[src/hdl/bsfd_pkg.sv]
package bsfd_pkg;

    // Error codes carried by the result that closes a decoded frame
    typedef enum logic [2:0] {
        ERR_NONE      = 3'd0,
        ERR_BAD_START = 3'd1,
        ERR_DELIM     = 3'd2,
        ERR_ESC_END   = 3'd3,
        ERR_BAD_END   = 3'd4,
        ERR_SHORT     = 3'd5
    } err_code_t;

    // Register indexes on the configuration port (byte address = 4 * index)
    typedef enum logic [1:0] {
        REG_DECODE_MODE = 2'd0,
        REG_START_BYTE  = 2'd1,
        REG_END_BYTE    = 2'd2,
        REG_ESCAPE_BYTE = 2'd3
    } reg_idx_t;

    localparam logic [7:0] DEFAULT_DELIM = 8'h7E;
    localparam logic [7:0] DEFAULT_ESC   = 8'h7D;

    // Most results one input beat can cause: start, escape, data, end
    localparam int unsigned MAX_RESULTS = 4;
    localparam int unsigned SLOT_W      = $clog2(MAX_RESULTS);
    localparam int unsigned CNT_W       = $clog2(MAX_RESULTS + 1);

    typedef struct packed {
        logic [7:0] data;
        logic       byte_valid;
        logic       frame_end;
        err_code_t  error_code;
    } result_t;

endpackage

[src/hdl/byte_stuffing_framer_deframer_core.sv]
// Byte-stuffing framer and deframer. With decode_mode at 0 the block takes
// data bytes and sends line bytes. A start byte goes out before the first byte
// of a frame. An escape goes out before any byte that equals the start, end or
// escape byte. An end byte goes out after the byte that is marked frame_last.
// With decode_mode at 1 the block takes line bytes, checks the framing, strips
// the escapes and sends the data bytes. The frame closes with a status beat
// (byte_valid 0) that carries error_code. After an error the rest of the frame
// is dropped until the closing beat. One input beat is taken each cycle. It
// causes zero to four output beats, and the output sends one beat per clock
// unless out_stall is high. The input is stalled while more than one beat
// of the last input is still waiting to go out, or while its final beat is
// held by out_stall. So only out_stall stalls the input when encoding a
// plain byte or decoding any byte; each start, escape or end added to an
// encoded byte stalls it too. run_last marks the last output beat that an
// input beat caused. Registers: decode_mode at 0x0, start_byte at 0x4,
// end_byte at 0x8 and escape_byte at 0xC. A write to decode_mode drops any
// open frame. Write the registers only while the block is idle.
module byte_stuffing_framer_deframer_core
    import bsfd_pkg::*;
(
    input  logic        clk,
    input  logic        rst_n,

    // Configuration port
    input  logic        psel,
    input  logic        penable,
    input  logic        pwrite,
    input  logic [3:0]  paddr,
    input  logic [31:0] pwdata,
    output logic [31:0] prdata,
    output logic        pready,

    // Input beats
    input  logic        in_valid,
    output logic        in_stall,
    input  logic [7:0]  in_byte,
    input  logic        frame_last,

    // Output beats
    output logic        out_valid,
    input  logic        out_stall,
    output logic [7:0]  out_byte,
    output logic        byte_valid,
    output logic        frame_end,
    output logic [2:0]  error_code,
    output logic        run_last
);

    // Configuration registers
    logic       decode_mode_reg;
    logic [7:0] start_byte_reg;
    logic [7:0] end_byte_reg;
    logic [7:0] escape_byte_reg;

    // Frame state
    logic       inside_reg,  inside_next;
    logic       esc_pend_reg, esc_pend_next;
    err_code_t  held_err_reg, held_err_next;

    // Result buffer: the results of one input beat, sent out in order
    result_t           res_reg  [MAX_RESULTS];
    result_t           res_next [MAX_RESULTS];
    logic [CNT_W-1:0]  rem_reg;
    logic [CNT_W-1:0]  res_cnt;
    logic [SLOT_W-1:0] ptr_reg;

    logic     cfg_wr;
    reg_idx_t cfg_idx;
    logic     in_fire;
    logic     out_fire;
    logic     is_special;
    result_t  head;

    // ------------------------------------------------------------------
    // Configuration port: always ready, register picked by paddr[3:2]
    // ------------------------------------------------------------------
    assign pready  = 1'b1;
    assign cfg_idx = reg_idx_t'(paddr[3:2]);
    assign cfg_wr  = psel && penable && pwrite;

    always_comb
    begin
        case (cfg_idx)
            REG_DECODE_MODE: prdata = {31'd0, decode_mode_reg};
            REG_START_BYTE:  prdata = {24'd0, start_byte_reg};
            REG_END_BYTE:    prdata = {24'd0, end_byte_reg};
            REG_ESCAPE_BYTE: prdata = {24'd0, escape_byte_reg};
            default:         prdata = 32'd0;
        endcase
    end

    // ------------------------------------------------------------------
    // Handshake: take a new beat once at most the final result of the
    // previous one is still waiting and that result leaves this cycle
    // ------------------------------------------------------------------
    assign out_valid = (rem_reg != '0);
    assign out_fire  = out_valid && !out_stall;
    assign in_stall  = (rem_reg > CNT_W'(1)) || ((rem_reg == CNT_W'(1)) && out_stall);
    assign in_fire   = in_valid && !in_stall;

    assign head       = res_reg[ptr_reg];
    assign out_byte   = head.data;
    assign byte_valid = head.byte_valid;
    assign frame_end  = head.frame_end;
    assign error_code = head.error_code;
    assign run_last   = (rem_reg == CNT_W'(1));

    assign is_special = (in_byte == start_byte_reg) || (in_byte == end_byte_reg)
                     || (in_byte == escape_byte_reg);

    // ------------------------------------------------------------------
    // Results of one input beat and the next frame state
    // ------------------------------------------------------------------
    always_comb
    begin
        res_cnt       = '0;
        inside_next   = inside_reg;
        esc_pend_next = esc_pend_reg;
        held_err_next = held_err_reg;
        for (int i = 0; i < MAX_RESULTS; i++)
        begin
            res_next[i] = '{data: 8'd0, byte_valid: 1'b0, frame_end: 1'b0,
                            error_code: ERR_NONE};
        end

        if (!decode_mode_reg)
        begin
            // Encode: [start] [escape] data [end]
            if (!inside_reg)
            begin
                res_next[res_cnt[SLOT_W-1:0]].data       = start_byte_reg;
                res_next[res_cnt[SLOT_W-1:0]].byte_valid = 1'b1;
                res_cnt = res_cnt + CNT_W'(1);
            end
            if (is_special)
            begin
                res_next[res_cnt[SLOT_W-1:0]].data       = escape_byte_reg;
                res_next[res_cnt[SLOT_W-1:0]].byte_valid = 1'b1;
                res_cnt = res_cnt + CNT_W'(1);
            end
            res_next[res_cnt[SLOT_W-1:0]].data       = in_byte;
            res_next[res_cnt[SLOT_W-1:0]].byte_valid = 1'b1;
            res_cnt = res_cnt + CNT_W'(1);
            if (frame_last)
            begin
                res_next[res_cnt[SLOT_W-1:0]].data       = end_byte_reg;
                res_next[res_cnt[SLOT_W-1:0]].byte_valid = 1'b1;
                res_next[res_cnt[SLOT_W-1:0]].frame_end  = 1'b1;
                res_cnt       = res_cnt + CNT_W'(1);
                inside_next   = 1'b0;
                esc_pend_next = 1'b0;
                held_err_next = ERR_NONE;
            end
            else
            begin
                inside_next = 1'b1;
            end
        end
        else if (!inside_reg)
        begin
            // Decode, first byte: must be the start byte
            inside_next   = 1'b1;
            esc_pend_next = 1'b0;
            held_err_next = (in_byte != start_byte_reg) ? ERR_BAD_START : ERR_NONE;
            if (frame_last)
            begin
                res_next[0].frame_end  = 1'b1;
                res_next[0].error_code = (in_byte != start_byte_reg) ? ERR_BAD_START
                                                                     : ERR_SHORT;
                res_cnt       = CNT_W'(1);
                inside_next   = 1'b0;
                held_err_next = ERR_NONE;
            end
        end
        else if (frame_last)
        begin
            // Decode, closing byte: report the first error found
            res_next[0].frame_end = 1'b1;
            if (held_err_reg != ERR_NONE)
                res_next[0].error_code = held_err_reg;
            else if (in_byte != end_byte_reg)
                res_next[0].error_code = ERR_BAD_END;
            else if (esc_pend_reg)
                res_next[0].error_code = ERR_ESC_END;
            else
                res_next[0].error_code = ERR_NONE;
            res_cnt       = CNT_W'(1);
            inside_next   = 1'b0;
            esc_pend_next = 1'b0;
            held_err_next = ERR_NONE;
        end
        else if (held_err_reg != ERR_NONE)
        begin
            // Drop the byte until the frame closes
            res_cnt = '0;
        end
        else if (esc_pend_reg)
        begin
            esc_pend_next          = 1'b0;
            res_next[0].data       = in_byte;
            res_next[0].byte_valid = 1'b1;
            res_cnt                = CNT_W'(1);
        end
        else if (in_byte == escape_byte_reg)
        begin
            esc_pend_next = 1'b1;
        end
        else if ((in_byte == start_byte_reg) || (in_byte == end_byte_reg))
        begin
            held_err_next = ERR_DELIM;
        end
        else
        begin
            res_next[0].data       = in_byte;
            res_next[0].byte_valid = 1'b1;
            res_cnt                = CNT_W'(1);
        end
    end

    // ------------------------------------------------------------------
    // Control and configuration registers
    // ------------------------------------------------------------------
    always_ff @(posedge clk or negedge rst_n)
    begin
        if (!rst_n)
        begin
            decode_mode_reg <= 1'b0;
            start_byte_reg  <= DEFAULT_DELIM;
            end_byte_reg    <= DEFAULT_DELIM;
            escape_byte_reg <= DEFAULT_ESC;
            inside_reg      <= 1'b0;
            esc_pend_reg    <= 1'b0;
            held_err_reg    <= ERR_NONE;
            rem_reg         <= '0;
            ptr_reg         <= '0;
        end
        else
        begin
            if (cfg_wr)
            begin
                case (cfg_idx)
                    REG_DECODE_MODE:
                    begin
                        // Drop any open frame on a mode change
                        decode_mode_reg <= pwdata[0];
                        inside_reg      <= 1'b0;
                        esc_pend_reg    <= 1'b0;
                        held_err_reg    <= ERR_NONE;
                    end
                    REG_START_BYTE:  start_byte_reg  <= pwdata[7:0];
                    REG_END_BYTE:    end_byte_reg    <= pwdata[7:0];
                    REG_ESCAPE_BYTE: escape_byte_reg <= pwdata[7:0];
                    default:         decode_mode_reg <= decode_mode_reg;
                endcase
            end
            else if (in_fire)
            begin
                inside_reg   <= inside_next;
                esc_pend_reg <= esc_pend_next;
                held_err_reg <= held_err_next;
            end

            if (in_fire)
            begin
                rem_reg <= res_cnt;
                ptr_reg <= '0;
            end
            else if (out_fire)
            begin
                rem_reg <= rem_reg - CNT_W'(1);
                ptr_reg <= ptr_reg + SLOT_W'(1);
            end
        end
    end

    // Result payload: load on an accepted input beat
    always_ff @(posedge clk)
    begin
        if (in_fire)
        begin
            for (int i = 0; i < MAX_RESULTS; i++)
            begin
                res_reg[i] <= res_next[i];
            end
        end
    end

endmodule

[config.mk]
export PLATFORM = sky130hd
export DESIGN_NAME = byte_stuffing_framer_deframer_core
export DESIGN_NICKNAME = d
export VERILOG_FILES = /design/src/hdl/bsfd_pkg.sv /design/src/hdl/byte_stuffing_framer_deframer_core.sv
export SDC_FILE = /design/constraint.sdc
export NUM_CORES = 1
export LEC_CHECK = 0
export BUFFER_PORTS_ARGS = -buffer_cell sky130_fd_sc_hd__buf_2
export CAP_MARGIN = 15
export CORE_MARGIN = 3
export CORE_UTILIZATION = 42
export DETAILED_ROUTE_END_ITERATION = 6
export GPL_TIMING_DRIVEN = 0
export HOLD_SLACK_MARGIN = 0.1
export PLACE_DENSITY = 0.67
export SLEW_MARGIN = 0
export SYNTH_ARGS = -nofsm -noshare
export SYNTH_HDL_FRONTEND = slang
export SYNTH_SLANG_ARGS = --single-unit
[constraint.sdc]
create_clock -name clk -period 8.8 [get_ports clk]
set_clock_uncertainty 0.2 [all_clocks]
set_input_delay 1.76 -clock clk [delete_from_list [all_inputs] [get_ports clk]]
set_output_delay 1.76 -clock clk [all_outputs]
set_load 0.03 [all_outputs]
After elaboration in Yosys (flattened, before gate mapping)
Memories as Yosys holds them, arrays and structs flattened.
Cells that the tools add are included.

word-level totals
  bits in registers = 35
  memories = 1
  logic and storage cells = 152
  output and inout port bits = 49
  RAM bits = 52
  input port bits = 52

memories
  memory   words  width  read ports  clocked after memory_dff  wr ports  RTL line                                  text
  res_reg  4      13     1           0                         4         byte_stuffing_framer_deframer_core.sv:61  result_t res_reg [MAX_RESULTS];

cells by class
  $lt $le $gt $ge = 7
  bitwise operators = 3
  reduce and logical (&&, ||, !) cells = 26
  eq/ne operators = 14
  add/subtract/negate cells = 5
  muxes and demuxes = 87

operators with widths
  kind                   count
  $bwmux W52             7
  $demux W13 S2          7
  $mux W52               3
  $pmux W32 S4           1
  $mux W3                26
  $mux W9                8
  $mux W13               4
  $mux W39               1
  $eq A8 B8 Y1           3
  $mux W1                20
  $mux W4                4
  $ne A8 B8 Y1           2
  $mux W5                3
  $reduce_and A2 Y1      5
  $add A3 B1 Y3 const B  3
  $ge A3 B3 Y1 const B   3
  $lt A3 B1 Y1 const B   3
  $not A2 Y3             3
  $reduce_bool A3 Y1     3
  $logic_and A1 B1 Y1    8
  $ne A4 B4 Y1 const B   2
  $reduce_and A7 Y1      1
  $mux W2                3
  $eq A2 B2 Y1 const B   2
  13 further kinds       17

Longest topological paths before layout
Gate-level depths: netlist of run 1.

  depth in word-level cells = 18
  mapped depth = 13
  mapped depth without buffers = 11

Worst setup path after synthesis of run 1
Ideal clock, no wire load.

  kind = input -> output
  from = input paddr[3]
  to = output prdata[0]
  data arrival time = 2736 ps
  data required time = 6840 ps
  path slack = 4104 ps
  buffers on the path = 1
  stages on the path = 2
  path through = buf_1 -> mux4_2

on the way
  longest elaborated chain between the ends = 2
  elaborated cells between the ends (all ways) = 5
  those cells by class = eq/ne: 3; mux: 1; reduce/logical: 1

ends and longest elaborated chain
  what                                        RTL line                                  text
  from (decl)                                 byte_stuffing_framer_deframer_core.sv:28  input logic [3:0] paddr,
  $eq A2 B2 Y1, or another cell as far along  byte_stuffing_framer_deframer_core.sv:83  case (cfg_idx)
  $pmux W32 S4 (*)                            byte_stuffing_framer_deframer_core.sv:83
  to (decl)                                   byte_stuffing_framer_deframer_core.sv:30  output logic [31:0] prdata,

Every way passes the cells marked *; elsewhere a longest branch is shown, timed or not. The select of a mux whose other input is x is not followed.

Worst setup path in the final report of run 1
Same ends and word-level chain as after synthesis.

==> results of run 1 <==
==> layer usage <==
layer  part of all wire, %  GRT usage (%)
met2                    48           29.8
met4                   1.7           5.69
met5                     0              0
met1                    45           24.6
met3                   4.7           3.29
==> layout make-up <==
class	instances	area, um^2
Buffer	56	355
Clock buffer	10	229
Clock inverter	6	70.1
Fill cell	1015	5420
Inverter	10	38.8
Multi-Input combinational cell	310	2280
Sequential cell	77	2160
Tap cell	140	175
Timing Repair Buffer	40	200
==> cell usage after synthesis, types with 9 or more instances <==
master	count	area, um^2
a22o_1	15	131
a211oi_1	10	75.1
xor2_1	17	149
o21ai_0	25	125
edfxtp_1	43	1290
nand2_1	21	78.8
clkbuf_1	11	41.3
buf_4	31	233
dfrtp_1	16	400
dfstp_2	18	473
nand3_1	11	55.1
a21oi_1	24	120
inv_1	9	33.8
nor2_1	33	124
xnor2_1	12	105
mux2_2	32	360
mux4_2	11	248
==> final timing paths <==
| kind | depth (start not counted) | start | slack (ps) | end |
|---|---|---|---|---|
| setup reg to reg | 12 | end_byte_reg[6] | 5110 | res_reg[0][11] |
| max in group asynchronous | 1 | rst_n | 6610 | end_byte_reg[0] |
| hold / removal | 1 | held_err_reg[1] | 380 | held_err_reg[1] |
| hold reg to reg | 1 | held_err_reg[1] | 380 | held_err_reg[1] |
| min in group asynchronous | 1 | rst_n | 1290 | held_err_reg[0] |
| setup / recovery | 4 | paddr[3] | 3740 | prdata[0] |
==> layout by cell type, fill, tap and decap left out, types with 4 or more instances in the layout <==
cell type   n
nand2_1    21
nand3_1    11
nor4_1      5
a22o_1     15
xnor2_1    12
clkbuf_1   12
inv_1       9
a211oi_1   10
mux4_2     11
a21oi_1    24
buf_4      31
dfrtp_1    16
and2_1      6
edfxtp_1   43
o21ai_0    25
buf_2      45
buf_1       6
clkbuf_16   9
a32oi_1     8
conb_1     25
ha_1        7
a22oi_1     7
a221o_1     8
dfstp_2    18
xor2_1     17
and3_1      4
mux2_2     32
nor2_1     33
==> cell families after synthesis <==
group                      count (synthesis)
AOI/OAI and AO/OA                        109
xor gates and xnor gates                  29
adders and majority gates                  7
buffers and inverters                     66
DFF                                       77
muxes                                     44
other                                      2
and+or+nand+nor                           96
==> power groups by stage <==
stage,registers [mW],logic (mW),clock network [mW]
global route,0.596,0.712,0.387
global placement,0.585,0.634,0
finish,0.587,0.646,0.367
CTS,0.584,0.650,0.372
floorplan,0.560,0.506,0
detailed placement,0.591,0.648,0
==> flow_metrics.env, run 1 <==
export IMPL_layout_nets=563
export IMPL_vias_per_cell=5.51
export IMPL_cpPeakStageDelay_ps=590
export IMPL_cts_root_buffer_cell="clkbuf_16"
export IMPL_synthFlopType="edfxtp_1"
export IMPL_slew_viol_final=0
export IMPL_min_period_ps=5060
export IMPL_power_mw=1.60
export IMPL_place_ws_ps=3730
export IMPL_drt_iter0_drc=301
export IMPL_period_share_pct=57.5
export IMPL_hold_viol=0
export IMPL_setup_viol_count_final=0
export IMPL_final_area_um2=5520
export IMPL_cts_tree="yes"
export IMPL_core_um2=10900
export IMPL_syn_inst=430
export IMPL_dp_hpwl_um=8480
export IMPL_synth_top_family_by_area="compound AO/OA/AOI/OAI gates"
export IMPL_drive_above_1_share_pct=31.6
export IMPL_hold_class="register to register"
export IMPL_h_tree_depth=3
export IMPL_postCtsSetupRepairBufs=0
export IMPL_place_area_um2=5220
export IMPL_grt_use_total_pct=18.1
export IMPL_end_kind="output port"
export IMPL_comb_power_share_pct=40.4
export IMPL_switching_share_pct=39.2
export IMPL_die_y_um=112
export IMPL_antennaDiodeCount=0
export IMPL_cts_resized=0
export IMPL_grt_overflow=0
export IMPL_setup_ws_ps=3740
export IMPL_clkPwrFrac_pct=23.0
export IMPL_grt_max_degree=52
export IMPL_antenna_found_initial=0
export IMPL_power_switching_uw=626
export IMPL_synth_fa_ha_area_share_pct=1.84
export IMPL_pwr_density_cell_nw_per_um2=290
export IMPL_num_rows=38
export IMPL_final_setup_tns_ps=0
export IMPL_wl_per_cell_um=17.0
export IMPL_dpl_cell_count=633
export IMPL_clock_sinks=77
export IMPL_tightest_slew_ps=793
export IMPL_synth_seq_cells=77
export IMPL_crit_type="primary input to output port"
export IMPL_vdd_ir_drop_max_uv=109
export IMPL_max_cap_violations=0
export IMPL_yosys_area_share_simple_pct=9.76
export IMPL_synth_edf_count=43
export IMPL_leakage_nw=2.21
export IMPL_yosysUniqueCellTypes=50
export IMPL_cts_hold_buffers=0
export IMPL_insertion_delay_ps=340
export IMPL_crit_fanout=10
export IMPL_synth_area_um2=4750
export IMPL_synth_warnings=0
export IMPL_synth_mux_area_share_pct=13.0
export IMPL_async_flop_share_pct=44.2
export IMPL_io_pins=101
export IMPL_seqPwrFrac_pct=36.7
export IMPL_grt_pass1_wl_um=18300
export IMPL_cp_num_buf_inv=3
export IMPL_rsz0062_at_grt="no"
export IMPL_largest_register_ffs=43
export IMPL_instances_no_fill=649
export IMPL_crit_required_ps=6840
export IMPL_numCtsBuffers=9
export IMPL_critPathTopFamily="buffers and inverters"
export IMPL_die_w_um=112
export IMPL_yosysSeqAreaShare_pct=45.5
export IMPL_cts_clk_slew_worst_paths_ps=60
export IMPL_synth_xor_area_share_pct=5.34
export IMPL_drt_pass1_iterations=5
export IMPL_final_core_util_pct=50.4
export IMPL_synthToLayoutAreaGrowth_pct=16.0
export IMPL_slew_headroom_pct=47.1
export IMPL_initial_core_util_pct=43.5
export IMPL_grt_pass1_vias=3481
export IMPL_num_vias=3575
export IMPL_die_area_um2=12600
export IMPL_cpMaxStageDelayCell="mux4_2"
export IMPL_status="finished clean"
export IMPL_clock_fmax_mhz=198
export IMPL_synth_compound_area_share_pct=16.1
export IMPL_cp_start_kind="primary input"
export IMPL_ant_nets=0
export IMPL_crit_top_cell="buf_2"
export IMPL_gp_congestion=0.879
export IMPL_io_buffers=40
export IMPL_whs_ps=378
export IMPL_synth_area_per_cell_um2=11.1
export IMPL_totalWireLength_um=11000
export IMPL_crit_chain="buf_2 > buf_1 > mux4_2 > buf_2"
export IMPL_arrival_ps=3100
export IMPL_clockBufferDepth=2
export IMPL_drc=0
export IMPL_p_int_uw=973
No activity file was read; power rests on OpenSTA's default activity.
==> run 2: changes to the inputs <==
--- a/config.mk
+++ b/config.mk
@@ -5,6 +5,7 @@
 export SDC_FILE = /design/constraint.sdc
 export NUM_CORES = 1
 export LEC_CHECK = 0
+export ABC_AREA = 1
 export BUFFER_PORTS_ARGS = -buffer_cell sky130_fd_sc_hd__buf_2
 export CAP_MARGIN = 15
 export CORE_MARGIN = 3
==> constraint.sdc (replaced) <==
create_clock -name clk -period 4.8 [get_ports clk]
set_clock_uncertainty 0.2 [all_clocks]
set_input_delay 0.96 -clock clk [delete_from_list [all_inputs] [get_ports clk]]
set_output_delay 0.96 -clock clk [all_outputs]
set_load 0.03 [all_outputs]
==> run 2 against run 1 <==
- combinational power up 120%
- final area up 3.5%
- non-clock buffer count down 3
- worst hold slack worse by 32 ps
- sequential power up 82%
- sequential share of layout area down 1.3 points
- highest routed layer unchanged
==> flow_metrics.env, run 2 <==
export IMPL_rsz0062_at_grt="no"
export IMPL_synth_area_um2=4890
export IMPL_arrival_ps=3660
export IMPL_whs_ps=346
export IMPL_leakage_nw=2.64
export IMPL_tightest_slew_ps=843
export IMPL_antenna_found_initial=0
export IMPL_drive_above_1_share_pct=18.3
export IMPL_drc=0
export IMPL_layout_commonest_cell="nand2_1"
export IMPL_yosysMostFrequentCell="nand2_1"
export IMPL_core_um2=11100
export IMPL_slew_viol_final=0
export IMPL_ff2ff_path_depth=18
export IMPL_clockBufferDepth=2
export IMPL_totalWireLength_um=12700
export IMPL_numCtsBuffers=9
export IMPL_io_pins=101
export IMPL_synth_commonest_cells="189 x nand2_1, 77 x o21ai_0, 68 x inv_1"
export IMPL_yosysSeqAreaShare_pct=44.2
export IMPL_holdPathEnd="escape_byte_reg[2]"
export IMPL_final_seq_area_um2=2160
export IMPL_layout_common_cells="189 x nand2_1, 77 x o21ai_0, 67 x inv_1"
export IMPL_ys_top_cells_by_area="edfxtp_1 26%, nand2_1 14%, dfstp_2 9.7%"
export IMPL_grt_pass1_vias=4239
export IMPL_multi_input_area_um2=2260
export IMPL_insertion_delay_ps=340
export IMPL_h_tree_depth=3
export IMPL_min_path_cells=2
export IMPL_synthFlopType="edfxtp_1"
export IMPL_cp_num_buf_inv=6
export IMPL_wl_per_cell_um=14.7
export IMPL_critPathTopFamily="simple AND/OR/NAND/NOR gates"
export IMPL_synth_warnings=0
export IMPL_crit_fanout=11
export IMPL_num_vias=4328
export IMPL_vias_per_cell=5.03
export IMPL_syn_inst=634
export IMPL_initial_core_util_pct=44.0
export IMPL_crit_required_ps=4680
export IMPL_r2r_slack_ps=1300
export IMPL_drt_iter0_drc=331
export IMPL_reg2reg_to="res_reg[0][10]"
export IMPL_cts_clk_slew_worst_paths_ps=60
export IMPL_yosysUniqueCellTypes=39
export IMPL_cpPeakStageDelay_ps=330
export IMPL_cts_hold_buffers=0
export IMPL_drt_pass1_iterations=5
export IMPL_worstHoldStart="escape_byte_reg[2]"
export IMPL_rr_startpoint="end_byte_reg[4]"
export IMPL_synth_top_area_cell="edfxtp_1"
export IMPL_hold_viol=0
export IMPL_grt_max_degree=45
export IMPL_min_period_ps=3770
export IMPL_power_mw=3.22
export IMPL_cp_start_kind="primary input"
export IMPL_io_buffers=47
export IMPL_clock_fmax_mhz=265
export IMPL_crit_type="primary input to register"
export IMPL_end_kind="register"
export IMPL_crit_chain="buf_2 > inv_2 > nand2_1 > nand2_1 > nand2_1 > nor2_2 > nand2_2 > nand3_4 > buf_4 > ha_1 > nand2_1 > inv_1 > nand2_1 > clkbuf_1 > o21ai_0 > inv_1 > nand2_1 > nand2_1 > nand2_1"
export IMPL_crit_start="in_byte[4]"
export IMPL_grt_use_total_pct=20.3
export IMPL_postCtsSetupRepairBufs=0
export IMPL_grt_overflow=0
export IMPL_crit_top_cell="nand2_1"
export IMPL_max_cap_violations=0
export IMPL_pwr_density_cell_nw_per_um2=564
export IMPL_synthToLayoutAreaGrowth_pct=16.6
export IMPL_cts_root_buffer_cell="clkbuf_16"
export IMPL_num_rows=38
export IMPL_final_setup_tns_ps=0
export IMPL_vdd_ir_drop_max_uv=254
export IMPL_period_share_pct=78.6
export IMPL_layout_nets=774
export IMPL_die_y_um=114
export IMPL_cts_tree="yes"
export IMPL_hold_class="register to register"
export IMPL_fill_cells=1089
export IMPL_setup_viol_count_final=0
export IMPL_synth_seq_cells=77
export IMPL_dp_hpwl_um=9940
export IMPL_gp_congestion=0.895
export IMPL_slew_headroom_pct=43.7
export IMPL_netlist_area_leader_share_pct=26.4
export IMPL_async_flop_share_pct=44.2
export IMPL_status="finished clean"
export IMPL_ant_nets=0
export IMPL_cpMaxStageDelayCell="clkbuf_1"
export IMPL_die_w_um=114
export IMPL_synth_edf_count=43
export IMPL_grt_pass1_wl_um=20900
export IMPL_synth_area_per_cell_um2=7.72
export IMPL_clock_sinks=77
export IMPL_antennaDiodeCount=0
export IMPL_largest_register_ffs=43
export IMPL_die_area_um2=13000
export IMPL_cts_resized=0
==> run 2: where the power goes <==
| group | internal [mW] | switching (mW) | leakage [nW] | total [mW] |
|---|---|---|---|---|
| clock network | 0.455 | 0.270 | 0.149 | 0.725 |
| logic | 0.420 | 1.01 | 1.70 | 1.43 |
| registers | 0.952 | 0.118 | 0.788 | 1.07 |
==> run 2: logic make-up (layout without fill, tap and decap cells) <==
logic type / count (synthesis) / after routing / share of synthesized area [%]
XOR/XNOR: 12 / 12 / 2.15
multiplexers: 4 / 4 / 0.920
AND/OR/NAND/NOR: 267 / 267 / 22.3
other: 2 / 25 / 0.153
adder cells (fa/ha/maj): 7 / 7 / 1.79
AO/OA/AOI/OAI: 144 / 144 / 17.1
buffers and inverters: 121 / 184 / 11.4
flip-flops: 77 / 77 / 44.2
==> run 2: worst max path at each step <==
stage | to | depth (start not counted)
CTS | res_reg[0][11] | 18
global placement | res_reg[0][10] | 18
global route | res_reg[0][5] | 19
detailed placement | res_reg[0][11] | 18
finish | res_reg[0][10] | 19
floorplan | res_reg[0][4] | 14
==> run 2: per-stage QoR <==
| stage | cells | utilization (%) | setup WS, ps | area [um^2] |
|---|---|---|---|---|
| floorplan | 657 | - | 1390 | 4980 |
| detailed placement | 844 | 48.4 | 712 | 5390 |
| global route | 860 | 51.3 | 713 | 5710 |
| global placement | 844 | 48.4 | 741 | 5390 |
| finish | 860 | 51.3 | 1030 | 5710 |
| CTS | 860 | 51.3 | 1060 | 5710 |
==> run 2: routing by layer <==
metal / GRT usage, % / vias to the layer above / routed length, um / part of all wire [%]
met3: 3.55 / 22 / 795 / 6.3
met1: 27.1 / 1928 / 5640 / 45
met2: 33.3 / 156 / 5970 / 47
met5: 0 / - / 0 / 0
li1: - / 2222 / - / -
met4: 6.97 / 0 / 246 / 1.9
==> run 2: cell type report <==
class | count | area share [%]
buffer | 46 | 4.82
clock buffer | 10 | 4.01
clock inverter | 6 | 1.56
inverter | 75 | 4.93
multi-input combinational | 459 | 39.6
sequential | 77 | 37.9
tap | 140 | 3.07
timing repair buffer | 47 | 4.12
==> run 2: worst reg2reg max path: stages, from the launching register on <==
cell and delay [ps]:
dfstp_2 550, inv_1 130, nand2_1 100, nand2_1 50, nand2_1 60, nor2_2 70
nand2_2 110, nand3_4 160, buf_4 220, ha_1 320, nand2_1 250, inv_1 180
nand2_1 110, clkbuf_1 330, o21ai_0 170, inv_1 80, nand2_1 50, nand2_1 50
nand2_1 70
